===== src/hw/rtl/plic_pkg.sv =====
// Shared types and constants of the platform interrupt controller.
// Used by the source cells, the top level and the port checker; no dependencies.
package plic_pkg;

    // Defaults of the top-level parameters
    localparam int NUM_SOURCES_DEF  = 32;
    localparam int NUM_CONTEXTS_DEF = 2;

    // Field widths
    localparam int SRC_ID_W   = 5;
    localparam int PRIO_W     = 3;
    localparam int CTX_ID_W   = 3;
    localparam int DATA_W     = 32;
    localparam int OFFSET_W   = 26;
    localparam int IRQ_W      = 2;
    localparam int REQ_W      = 2;
    localparam int S_TDATA_W  = 64;
    localparam int M_TDATA_W  = 40;

    // Request kinds
    localparam logic [REQ_W-1:0] REQ_READ  = 2'd0;
    localparam logic [REQ_W-1:0] REQ_WRITE = 2'd1;
    localparam logic [REQ_W-1:0] REQ_LEVEL = 2'd2;

    // Register map
    localparam logic [OFFSET_W-1:0] PRIO_END  = 26'h000_1000;
    localparam logic [OFFSET_W-1:0] PEND_OFF  = 26'h000_1000;
    localparam logic [OFFSET_W-1:0] EN_BASE   = 26'h000_2000;
    localparam int                  EN_SHIFT  = 7;
    localparam logic [OFFSET_W-1:0] CTX_BASE  = 26'h020_0000;
    localparam int                  CTX_SHIFT = 12;
    localparam logic [11:0]         REG_THRESH = 12'h000;
    localparam logic [11:0]         REG_CLAIM  = 12'h004;

    // Update broadcast to every source cell
    typedef struct packed {
        logic [SRC_ID_W-1:0] sel;
        logic                prio_we;
        logic [PRIO_W-1:0]   prio_val;
        logic                lvl_we;
        logic                lvl_val;
        logic                claim_set;
        logic                claim_clr;
        logic                en_we;
        logic [CTX_ID_W-1:0] en_ctx;
        logic [DATA_W-1:0]   en_val;
    } cell_cmd_t;

    // Search token handed from cell to cell during a claim
    typedef struct packed {
        logic                valid;
        logic [CTX_ID_W-1:0] ctx;
        logic [PRIO_W-1:0]   top;
        logic [SRC_ID_W-1:0] id;
    } scan_token_t;

endpackage


===== src/hw/rtl/platform_interrupt_controller.sv =====
// A non-claim item passes through the EXEC and RESULT states into the output register; a
// claim read also passes through SCAN while the search token walks the source cell chain.
// One item at a time: the next item is accepted once this one has left RESULT for the
// output register; RESULT waits while a full output register is stalled.
// Reset (rst_n, asynchronous, active low) clears all priorities, levels, claims,
// enables and thresholds, and empties the output register.
module platform_interrupt_controller #(
    parameter int NUM_SOURCES  = plic_pkg::NUM_SOURCES_DEF,
    parameter int NUM_CONTEXTS = plic_pkg::NUM_CONTEXTS_DEF
) (
    input  logic                           clk,
    input  logic                           rst_n,
    input  logic                           s_tvalid,
    output logic                           s_tready,
    // offset, write_data, source_id, source_level
    input  logic [plic_pkg::S_TDATA_W-1:0] s_tdata,
    // req_type
    input  logic [plic_pkg::REQ_W-1:0]     s_tuser,
    output logic                           m_tvalid,
    input  logic                           m_tready,
    // read_data, irq_lines, zero pad
    output logic [plic_pkg::M_TDATA_W-1:0] m_tdata
);
    import plic_pkg::*;

    localparam int SIW = $clog2(NUM_SOURCES);
    localparam int CIW = (NUM_CONTEXTS > 1) ? $clog2(NUM_CONTEXTS) : 1;

    typedef enum logic [1:0] {ST_IDLE, ST_EXEC, ST_SCAN, ST_RESULT} state_t;

    state_t                 state_reg;
    logic [REQ_W-1:0]       req_type_reg;
    logic [OFFSET_W-1:0]    offset_reg;
    logic [DATA_W-1:0]      write_data_reg;
    logic [SRC_ID_W-1:0]    source_id_reg;
    logic                   source_level_reg;
    logic [DATA_W-1:0]      rd_reg;
    logic                   m_valid_reg;
    logic [M_TDATA_W-1:0]   m_data_reg;
    logic [PRIO_W-1:0]      thr_reg [NUM_CONTEXTS];

    cell_cmd_t              cmd;
    scan_token_t            tok [NUM_SOURCES+1];
    logic [PRIO_W-1:0]      prio_arr [NUM_SOURCES];
    logic [NUM_SOURCES-1:0] pend_vec;
    logic [NUM_CONTEXTS-1:0] en_arr [NUM_SOURCES];
    logic [NUM_SOURCES-1:0] en_col [NUM_CONTEXTS];
    logic [NUM_CONTEXTS-1:0] irq_vec;
    logic [IRQ_W-1:0]       irq_out;

    logic [9:0]             prio_idx;
    logic                   prio_ok;
    logic                   pend_hit;
    logic [18:0]            en_blk;
    logic                   en_hit;
    logic [13:0]            ctx_blk;
    logic                   ctx_ok;
    logic                   thr_hit;
    logic                   claim_hit;
    logic                   scan_start;
    logic [DATA_W-1:0]      rd_exec;

    // Source cell chain
    assign tok[0].valid = scan_start;
    assign tok[0].ctx   = ctx_blk[CTX_ID_W-1:0];
    assign tok[0].top   = thr_reg[ctx_blk[CIW-1:0]];
    assign tok[0].id    = '0;

    for (genvar s = 0; s < NUM_SOURCES; s++)
    begin : g_cell
        plic_cell #(
            .IDX          (s),
            .NUM_CONTEXTS (NUM_CONTEXTS)
        ) u_cell (
            .clk     (clk),
            .rst_n   (rst_n),
            .cmd     (cmd),
            .tok_in  (tok[s]),
            .tok_out (tok[s+1]),
            .prio    (prio_arr[s]),
            .pend    (pend_vec[s]),
            .en      (en_arr[s])
        );
    end

    // Gather enable columns and request lines per context
    always_comb
    begin
        for (int c = 0; c < NUM_CONTEXTS; c++)
        begin
            for (int s = 0; s < NUM_SOURCES; s++)
            begin
                en_col[c][s] = en_arr[s][c];
            end
        end
        for (int c = 0; c < NUM_CONTEXTS; c++)
        begin
            irq_vec[c] = 1'b0;
            for (int s = 0; s < NUM_SOURCES; s++)
            begin
                irq_vec[c] = irq_vec[c] |
                    (pend_vec[s] & en_arr[s][c] & (prio_arr[s] > thr_reg[c]));
            end
        end
        for (int i = 0; i < IRQ_W; i++)
        begin
            irq_out[i] = (i < NUM_CONTEXTS) ? irq_vec[i] : 1'b0;
        end
    end

    // Decode the offset of the held item
    always_comb
    begin
        prio_idx  = offset_reg[11:2];
        prio_ok   = (offset_reg < PRIO_END) && (prio_idx < 10'(NUM_SOURCES));
        pend_hit  = (offset_reg == PEND_OFF);
        en_blk    = offset_reg[OFFSET_W-1:EN_SHIFT] - 19'(EN_BASE >> EN_SHIFT);
        en_hit    = (offset_reg >= EN_BASE) && (en_blk < 19'(NUM_CONTEXTS)) &&
                    (offset_reg[EN_SHIFT-1:0] == '0);
        ctx_blk   = offset_reg[OFFSET_W-1:CTX_SHIFT] - 14'(CTX_BASE >> CTX_SHIFT);
        ctx_ok    = (offset_reg >= CTX_BASE) && (ctx_blk < 14'(NUM_CONTEXTS));
        thr_hit   = ctx_ok && (offset_reg[CTX_SHIFT-1:0] == REG_THRESH);
        claim_hit = ctx_ok && (offset_reg[CTX_SHIFT-1:0] == REG_CLAIM);
        scan_start = (state_reg == ST_EXEC) && (req_type_reg == REQ_READ) && claim_hit;
    end

    // Select bus read data for plain registers
    always_comb
    begin
        rd_exec = '0;
        if (prio_ok)
        begin
            rd_exec = DATA_W'(prio_arr[prio_idx[SIW-1:0]]);
        end
        else if (pend_hit)
        begin
            rd_exec = DATA_W'(pend_vec);
        end
        else if (en_hit)
        begin
            rd_exec = DATA_W'(en_col[en_blk[CIW-1:0]]);
        end
        else if (thr_hit)
        begin
            rd_exec = DATA_W'(thr_reg[ctx_blk[CIW-1:0]]);
        end
    end

    // Build the cell update for this cycle
    always_comb
    begin
        cmd = '0;
        case (state_reg)
            ST_EXEC:
            begin
                if (req_type_reg == REQ_WRITE)
                begin
                    if (prio_ok && (prio_idx != '0))
                    begin
                        cmd.sel      = prio_idx[SRC_ID_W-1:0];
                        cmd.prio_we  = 1'b1;
                        cmd.prio_val = write_data_reg[PRIO_W-1:0];
                    end
                    if (en_hit)
                    begin
                        cmd.en_we  = 1'b1;
                        cmd.en_ctx = en_blk[CTX_ID_W-1:0];
                        cmd.en_val = write_data_reg;
                    end
                    if (claim_hit && (write_data_reg != '0) &&
                        (write_data_reg < DATA_W'(NUM_SOURCES)))
                    begin
                        cmd.sel       = write_data_reg[SRC_ID_W-1:0];
                        cmd.claim_clr = 1'b1;
                    end
                end
                else if (req_type_reg == REQ_LEVEL)
                begin
                    if ((source_id_reg != '0) &&
                        ({1'b0, source_id_reg} < 6'(NUM_SOURCES)))
                    begin
                        cmd.sel     = source_id_reg;
                        cmd.lvl_we  = 1'b1;
                        cmd.lvl_val = source_level_reg;
                    end
                end
            end
            ST_SCAN:
            begin
                if (tok[NUM_SOURCES].valid && (tok[NUM_SOURCES].id != '0))
                begin
                    cmd.sel       = tok[NUM_SOURCES].id;
                    cmd.claim_set = 1'b1;
                end
            end
            default:
            begin
                cmd = '0;
            end
        endcase
    end

    // Hold control state, thresholds and the output register
    always_ff @(posedge clk or negedge rst_n)
    begin
        if (!rst_n)
        begin
            state_reg        <= ST_IDLE;
            req_type_reg     <= '0;
            offset_reg       <= '0;
            write_data_reg   <= '0;
            source_id_reg    <= '0;
            source_level_reg <= 1'b0;
            rd_reg           <= '0;
            m_valid_reg      <= 1'b0;
            m_data_reg       <= '0;
            for (int c = 0; c < NUM_CONTEXTS; c++)
            begin
                thr_reg[c] <= '0;
            end
        end
        else
        begin
            if (m_valid_reg && m_tready && (state_reg != ST_RESULT))
            begin
                m_valid_reg <= 1'b0;
            end
            case (state_reg)
                ST_IDLE:
                begin
                    if (s_tvalid)
                    begin
                        req_type_reg     <= s_tuser;
                        offset_reg       <= s_tdata[25:0];
                        write_data_reg   <= s_tdata[57:26];
                        source_id_reg    <= s_tdata[62:58];
                        source_level_reg <= s_tdata[63];
                        state_reg        <= ST_EXEC;
                    end
                end
                ST_EXEC:
                begin
                    rd_reg <= (req_type_reg == REQ_READ) ? rd_exec : '0;
                    if ((req_type_reg == REQ_WRITE) && thr_hit)
                    begin
                        thr_reg[ctx_blk[CIW-1:0]] <= write_data_reg[PRIO_W-1:0];
                    end
                    state_reg <= scan_start ? ST_SCAN : ST_RESULT;
                end
                ST_SCAN:
                begin
                    if (tok[NUM_SOURCES].valid)
                    begin
                        rd_reg    <= DATA_W'(tok[NUM_SOURCES].id);
                        state_reg <= ST_RESULT;
                    end
                end
                ST_RESULT:
                begin
                    if (!m_valid_reg || m_tready)
                    begin
                        m_valid_reg <= 1'b1;
                        m_data_reg  <= {{(M_TDATA_W-DATA_W-IRQ_W){1'b0}}, irq_out, rd_reg};
                        state_reg   <= ST_IDLE;
                    end
                end
                default:
                begin
                    state_reg <= ST_IDLE;
                end
            endcase
        end
    end

    assign s_tready = (state_reg == ST_IDLE);
    assign m_tvalid = m_valid_reg;
    assign m_tdata  = m_data_reg;

endmodule


===== src/hw/rtl/plic_cell.sv =====
// One interrupt source cell: priority, line level, claim bit and enables.
// Passes the claim search token to its neighbor each cycle; uses plic_pkg.
module plic_cell #(
    parameter int IDX          = 0,
    parameter int NUM_CONTEXTS = plic_pkg::NUM_CONTEXTS_DEF
) (
    input  logic                        clk,
    input  logic                        rst_n,
    input  plic_pkg::cell_cmd_t         cmd,
    input  plic_pkg::scan_token_t       tok_in,
    output plic_pkg::scan_token_t       tok_out,
    output logic [plic_pkg::PRIO_W-1:0] prio,
    output logic                        pend,
    output logic [NUM_CONTEXTS-1:0]     en
);
    import plic_pkg::*;

    localparam int CIW = (NUM_CONTEXTS > 1) ? $clog2(NUM_CONTEXTS) : 1;
    localparam logic LIVE = (IDX != 0);
    localparam logic [SRC_ID_W-1:0] MY_ID = SRC_ID_W'(IDX);

    logic [PRIO_W-1:0]       prio_reg, prio_next;
    logic                    lvl_reg, lvl_next;
    logic                    claimed_reg, claimed_next;
    logic [NUM_CONTEXTS-1:0] en_reg, en_next;
    scan_token_t             tok_reg, tok_next;
    logic                    hit;
    logic                    eligible;

    // Apply broadcast updates addressed to this source
    always_comb
    begin
        hit          = LIVE && (cmd.sel == MY_ID);
        prio_next    = prio_reg;
        lvl_next     = lvl_reg;
        claimed_next = claimed_reg;
        en_next      = en_reg;
        if (hit && cmd.prio_we)
        begin
            prio_next = cmd.prio_val;
        end
        if (hit && cmd.lvl_we)
        begin
            lvl_next = cmd.lvl_val;
        end
        if (hit && cmd.claim_set)
        begin
            claimed_next = 1'b1;
        end
        if (hit && cmd.claim_clr)
        begin
            claimed_next = 1'b0;
        end
        if (LIVE && cmd.en_we)
        begin
            en_next[cmd.en_ctx[CIW-1:0]] = cmd.en_val[IDX];
        end
    end

    // Take over the token when this source beats the best so far
    always_comb
    begin
        eligible = lvl_reg && !claimed_reg && en_reg[tok_in.ctx[CIW-1:0]];
        tok_next = tok_in;
        if (tok_in.valid && eligible && (prio_reg > tok_in.top))
        begin
            tok_next.top = prio_reg;
            tok_next.id  = MY_ID;
        end
    end

    // Hold cell state and advance the token
    always_ff @(posedge clk or negedge rst_n)
    begin
        if (!rst_n)
        begin
            prio_reg    <= '0;
            lvl_reg     <= 1'b0;
            claimed_reg <= 1'b0;
            en_reg      <= '0;
            tok_reg     <= '0;
        end
        else
        begin
            prio_reg    <= prio_next;
            lvl_reg     <= lvl_next;
            claimed_reg <= claimed_next;
            en_reg      <= en_next;
            tok_reg     <= tok_next;
        end
    end

    assign tok_out = tok_reg;
    assign prio    = prio_reg;
    assign pend    = lvl_reg && !claimed_reg;
    assign en      = en_reg;

endmodule


===== config.mk =====
export PLATFORM = sky130hd
export DESIGN_NAME = platform_interrupt_controller
export DESIGN_NICKNAME = d
export VERILOG_FILES = /design/src/hw/rtl/plic_pkg.sv /design/src/hw/rtl/platform_interrupt_controller.sv /design/src/hw/rtl/plic_cell.sv
export SDC_FILE = /design/constraint.sdc
export NUM_CORES = 1
export LEC_CHECK = 0
export BUFFER_PORTS_ARGS = -buffer_cell sky130_fd_sc_hd__buf_2
export CAP_MARGIN = 20
export CELL_PAD_IN_SITES_DETAIL_PLACEMENT = 1
export CELL_PAD_IN_SITES_GLOBAL_PLACEMENT = 2
export CORE_UTILIZATION = 44
export CTS_CLUSTER_DIAMETER = 50
export DETAILED_ROUTE_END_ITERATION = 8
export GPL_ROUTABILITY_DRIVEN = 0
export GPL_TIMING_DRIVEN = 1
export HOLD_SLACK_MARGIN = 0.02
export PLACE_DENSITY_LB_ADDON = 0.1
export SKIP_CTS_REPAIR_TIMING = 1
export SLEW_MARGIN = 0
export SYNTH_ARGS = -nofsm -noshare
export SYNTH_HDL_FRONTEND = slang
export SYNTH_HIERARCHICAL = 1
export SYNTH_SLANG_ARGS = --single-unit

===== constraint.sdc =====
create_clock -name clk -period 5.8 [get_ports clk]
set_input_delay 0.58 -clock clk [delete_from_list [all_inputs] [get_ports clk]]
set_output_delay 0.58 -clock clk [all_outputs]
set_load 0.03 [all_outputs]

## Word level (Yosys, flattened, before mapping)

Index checks and enable logic that the tools add are counted.

| storage, ports and cells | value |
|---|---|
| register bits | 669 |
| input bits | 70 |
| output and inout port bits | 42 |
| logic and storage cells | 1204 |

| operators by class | value |
|---|---|
| $add $sub $neg | 2 |
| magnitude comparators | 137 |
| equality and inequality tests | 42 |
| multiplexer cells | 233 |
| bitwise logic cells | 187 |
| reductions and logical operators | 343 |

Operators by type and width:

| cell | count |
|---|---|
| 3-bit greater-than comparator | 93 |
| 1-bit logical AND | 265 |
| 32-bit two-way mux | 8 |
| 8-bit two-way mux | 30 |
| 1-bit two-way mux | 132 |
| 1-bit AND | 124 |
| 5-bit equality test, second input constant | 16 |
| 37-bit two-way mux | 2 |
| 1-bit by 2-bit less-than comparator with 1-bit output, second input constant | 32 |
| 32-bit one-hot mux with 2 select lines | 1 |
| 2-bit nonzero test | 32 |
| 2-bit bitwise mux | 31 |
| 1-bit OR | 60 |
| 5-bit by 4-bit equality test with 1-bit output, second input constant | 8 |
| 36-bit two-way mux | 1 |
| 1-bit logical NOT | 32 |
| 32-bit by 6-bit less-than comparator with 1-bit output, second input constant | 1 |
| 32-bit nonzero test | 1 |
| 5-bit two-way mux | 6 |
| 26-bit by 13-bit equality test with 1-bit output, second input constant | 1 |
| 26-bit by 14-bit >= comparator with 1-bit output, second input constant | 1 |
| 26-bit by 22-bit >= comparator with 1-bit output, second input constant | 1 |
| 26-bit by 13-bit less-than comparator with 1-bit output, second input constant | 1 |
| 3-bit two-way mux | 7 |
| other kinds (37) | 58 |

## Depth between registers and ports, before layout

| depth | value |
|---|---|
| depth in word-level cells | 34 |
| gate-level depth with buffers | 12 |
| mapped depth without buffers | 12 |

## Modules after synthesis

The synthesis kept the hierarchy.

By module, submodules not included:

| module | instances | cells an instance | area an instance (um^2) | sequential area each (um^2) |
|---|---|---|---|---|
| platform_interrupt_controller | 1 | 1355 | 12263.0 | 3528.4 |
| plic_cell at g_cell[13].u_cell ... | 7 | 55 | 788.3 | 475.5 |
| plic_cell at g_cell[11].u_cell ... | 7 | 55 | 785.8 | 475.5 |
| plic_cell at g_cell[10].u_cell ... | 4 | 55 | 790.8 | 475.5 |
| plic_cell at g_cell[12].u_cell ... | 4 | 55 | 782.0 | 475.5 |
| plic_cell at g_cell[17].u_cell ... | 2 | 55 | 789.5 | 475.5 |
| plic_cell at g_cell[23].u_cell ... | 2 | 55 | 787.0 | 475.5 |
| plic_cell at g_cell[29].u_cell ... | 2 | 55 | 783.3 | 475.5 |
| plic_cell at g_cell[16].u_cell | 1 | 55 | 798.3 | 475.5 |
| plic_cell at g_cell[15].u_cell | 1 | 55 | 780.7 | 475.5 |
| plic_cell at g_cell[31].u_cell | 1 | 56 | 780.7 | 475.5 |
| plic_cell at g_cell[0].u_cell | 1 | 19 | 349.1 | 300.3 |

## Least setup slack after synthesis

No wires, ideal clock.

| timing path | value |
|---|---|
| path type | register -> register |
| start | register offset_reg[19] |
| end | register g_cell[13].u_cell.prio_reg[0] |
| library setup time | 67 ps |
| arrival time | 4568 ps |
| required time | 5733 ps |
| setup slack | 1165 ps |
| stages on the path, launching flop included | 8 |
| path buffers | 1 |
| period minus slack after synthesis | 4635 ps |
| cell sequence | dfrtp_1 > nor4_4 > nand4_1 > or3_1 > clkbuf_1 > a211oi_1 > and2_1 > mux2_2 |

RTL lines:

| element | RTL line | text |
|---|---|---|
| start, declared | platform_interrupt_controller.sv:33 | `logic [OFFSET_W-1:0] offset_reg;` |
| start signal, assigned | platform_interrupt_controller.sv:234 | `offset_reg <= s_tdata[25:0];` |
| end signal, assigned | plic_cell.sv:85 | `prio_reg <= prio_next;` |
| end, declared | plic_cell.sv:22 | `logic [PRIO_W-1:0] prio_reg, prio_next;` |

==> impl_metrics.yaml <==
critical_path:
  crit_arrival_ns: 5.47
  crit_required_ns: 6.31
  endpoint_kind: "flip-flop"
  worst_path_largest_cell_delay_ns: 0.89
  crit_path_start_kind: "flip-flop"
  critPathSlowestCell: "a21oi_4"
  crit_fanout: 26
  crit_type: "reg -> reg"
  crit_path_frequent_cell: "and2_1"
  worstPathCellList: "nor3_1 > nand4_1 > nor4_1 > and2_1 > nand2_1 > a21oi_4 > nand4b_1 > nor2_1 > and2_1 > mux2_2"
route:
  drt_wl_total_um: 112800
  drc: 0
  final_antenna_net_count: 0
  wl_per_cell_um: 26.07
  viasPerCell: 5.751
  drt_first_iter_violations: 1348
  via_count: 24900
  first_pass_iters: 5
floorplan:
  initial_core_util_pct: 44.55
  core_um2: 79130
  die_y_um: 285.1
  ios: 112
  die-area_um2: 81260
  std_cell_rows: 103
  die_w_um: 285.1
layout:
  stdcell_area_um2: 40650
  antenna_cells: 0
  fill_cells: 8244
  area_delta_synth_final_pct: 15.31
  layoutNonFillerInstCount: 4329
  largest_register_ffs: 316
  nets: 3569
  layout-drive-gt1-share_pct: 27.54
timing:
  rsz0062_at_grt: "false"
  fmax_ghz: 0.2017
  tightest_slew_ns: 1.120
  slew_violations: 0
  slew_headroom_pct: 25.14
  setup_violations: 0
  finalCritPeriodShare_pct: 85.49
  tns_ns: 0
  finClkSkew_ns: 0.02048
  fin_crit_ns: 4.958
  hold_viol: 0
pwr:
  power.density_nw_per_um2: 272.0
  peakVddDrop_uv: 289.6
  p_leak_nw: 19.83
grt:
  grtUsageTotal_pct: 28.30
  grt_pass1_vias: 27800
  grt_pass1_wl_um: 173900
  grt_max_degree: 163
  antenna_found_initial: 3
  grt-ovfl-total: 0
clocking:
  clkTransAtPathRegs_ns: 0.06
  clock_latency_ns: 0.64
  cts_tree: "done"
  cts_root_buf: "clkbuf_16"
  cts_buffers: 91
  clkSinkCount: 674
  h-tree-depth: 3
  clockBufferDepth: 3
min_path:
  worstHoldPathType: "in -> reg"
run_status:
  status: "completed"
place:
  io_buffers: 105
  place_area_um2: 37310
  dp_cells: 4163
  dpl.hpwl_um: 80860
yosys:
  synth_area_um2: 35260
  synthCells: 3008
  yosysWarningCount: 6
  syn_area_per_cell_um2: 11.72
flow_run:
  maxCapViolCount: 0
layer usage:
| metal | GRT usage [%] | vias up | part of all wire, % |
|---|---|---|---|
| met4 | 10.63 | 0 | 3.8 |
| met2 | 47.11 | 508 | 48 |
| met5 | 0 | - | 0 |
| li1 | - | 11060 | - |
| met3 | 4.040 | 218 | 3.8 |
| met1 | 37.41 | 13110 | 44 |
cell type report:
type,instances,area (µm²),share of cell area (%)
clock buffer,111,2547,6.267
sequential,674,16870,41.49
inverter,222,833.3,2.050
multi-input combinational,2070,17410,42.83
clock inverter,53,762.0,1.874
timing repair buffer,149,918.4,2.259
tap,1050,1314,3.232
cell usage in the layout, fill, tap and decap left out, types with 39 or more instances in the layout:
cell type,count
a21oi_1,74
a31oi_1,52
and2_1,44
and2b_2,74
buf_2,104
buf_4,39
clkbuf_16,95
dfrtp_1,673
ha_1,291
inv_1,222
mux2_1,90
mux2_2,269
nand2_1,205
nand2b_1,40
nand3_1,57
nand4_1,73
nor2_1,142
nor2b_1,67
o21ai_0,102
or2_2,82
where the power goes:
part	leakage [nW]	switching [mW]	internal, mW
clock network	1.61	2.19	3.88
logic	9.18	0.138	0.0625
registers	9.04	0.0213	4.76
critical path, delay by kind of cell, from the launching register on:
kind / cells / cell delay [ns]
flip-flops: 1 / 0.73
AO/OA/AOI/OAI: 1 / 0.89
AND/OR/NAND/NOR: 8 / 2.81
multiplexers: 1 / 0.36
through the flow:
step	power [mW]	hold WS (ns)	setup WS [ns]	utilization, %
2_1_floorplan	4.916	0.2844	1.165	-
3_3_place_gp	5.065	0.3748	1.101	47.15
3_5_place_dp	5.072	0.3748	1.032	47.15
4_1_cts	11.19	-0.05053	0.9653	51.34
5_1_grt	11.40	0.1530	0.6936	51.37
6_report	11.06	0.1760	0.8415	51.37
worst paths after layout:
kind | slack, ns | start | cells after the start | end
worst max-delay path | 0.84 | offset_reg[5]$_DFFE_PN0P_ | 10 | g_cell[14].u_cell/prio[2]$_DFFE_PN0P_
worst min-delay path | 0.18 | s_tdata[46] | 2 | write_data_reg[20]$_DFFE_PN0P_
worst max register to register | 0.84 | offset_reg[5]$_DFFE_PN0P_ | 10 | g_cell[14].u_cell/prio[2]$_DFFE_PN0P_
worst min register to register | 0.39 | g_cell[17].u_cell/tok_out[8]$_DFF_PN0_ | 0 | g_cell[18].u_cell/tok_out[8]$_DFF_PN0_
max in group asynchronous | 3.82 | rst_n | 3 | state_reg[0]$_DFFE_PN0P_
min in group asynchronous | 0.54 | rst_n | 2 | g_cell[28].u_cell/tok_out[0]$_DFF_PN0_
No activity file was read; power rests on OpenSTA's default activity.
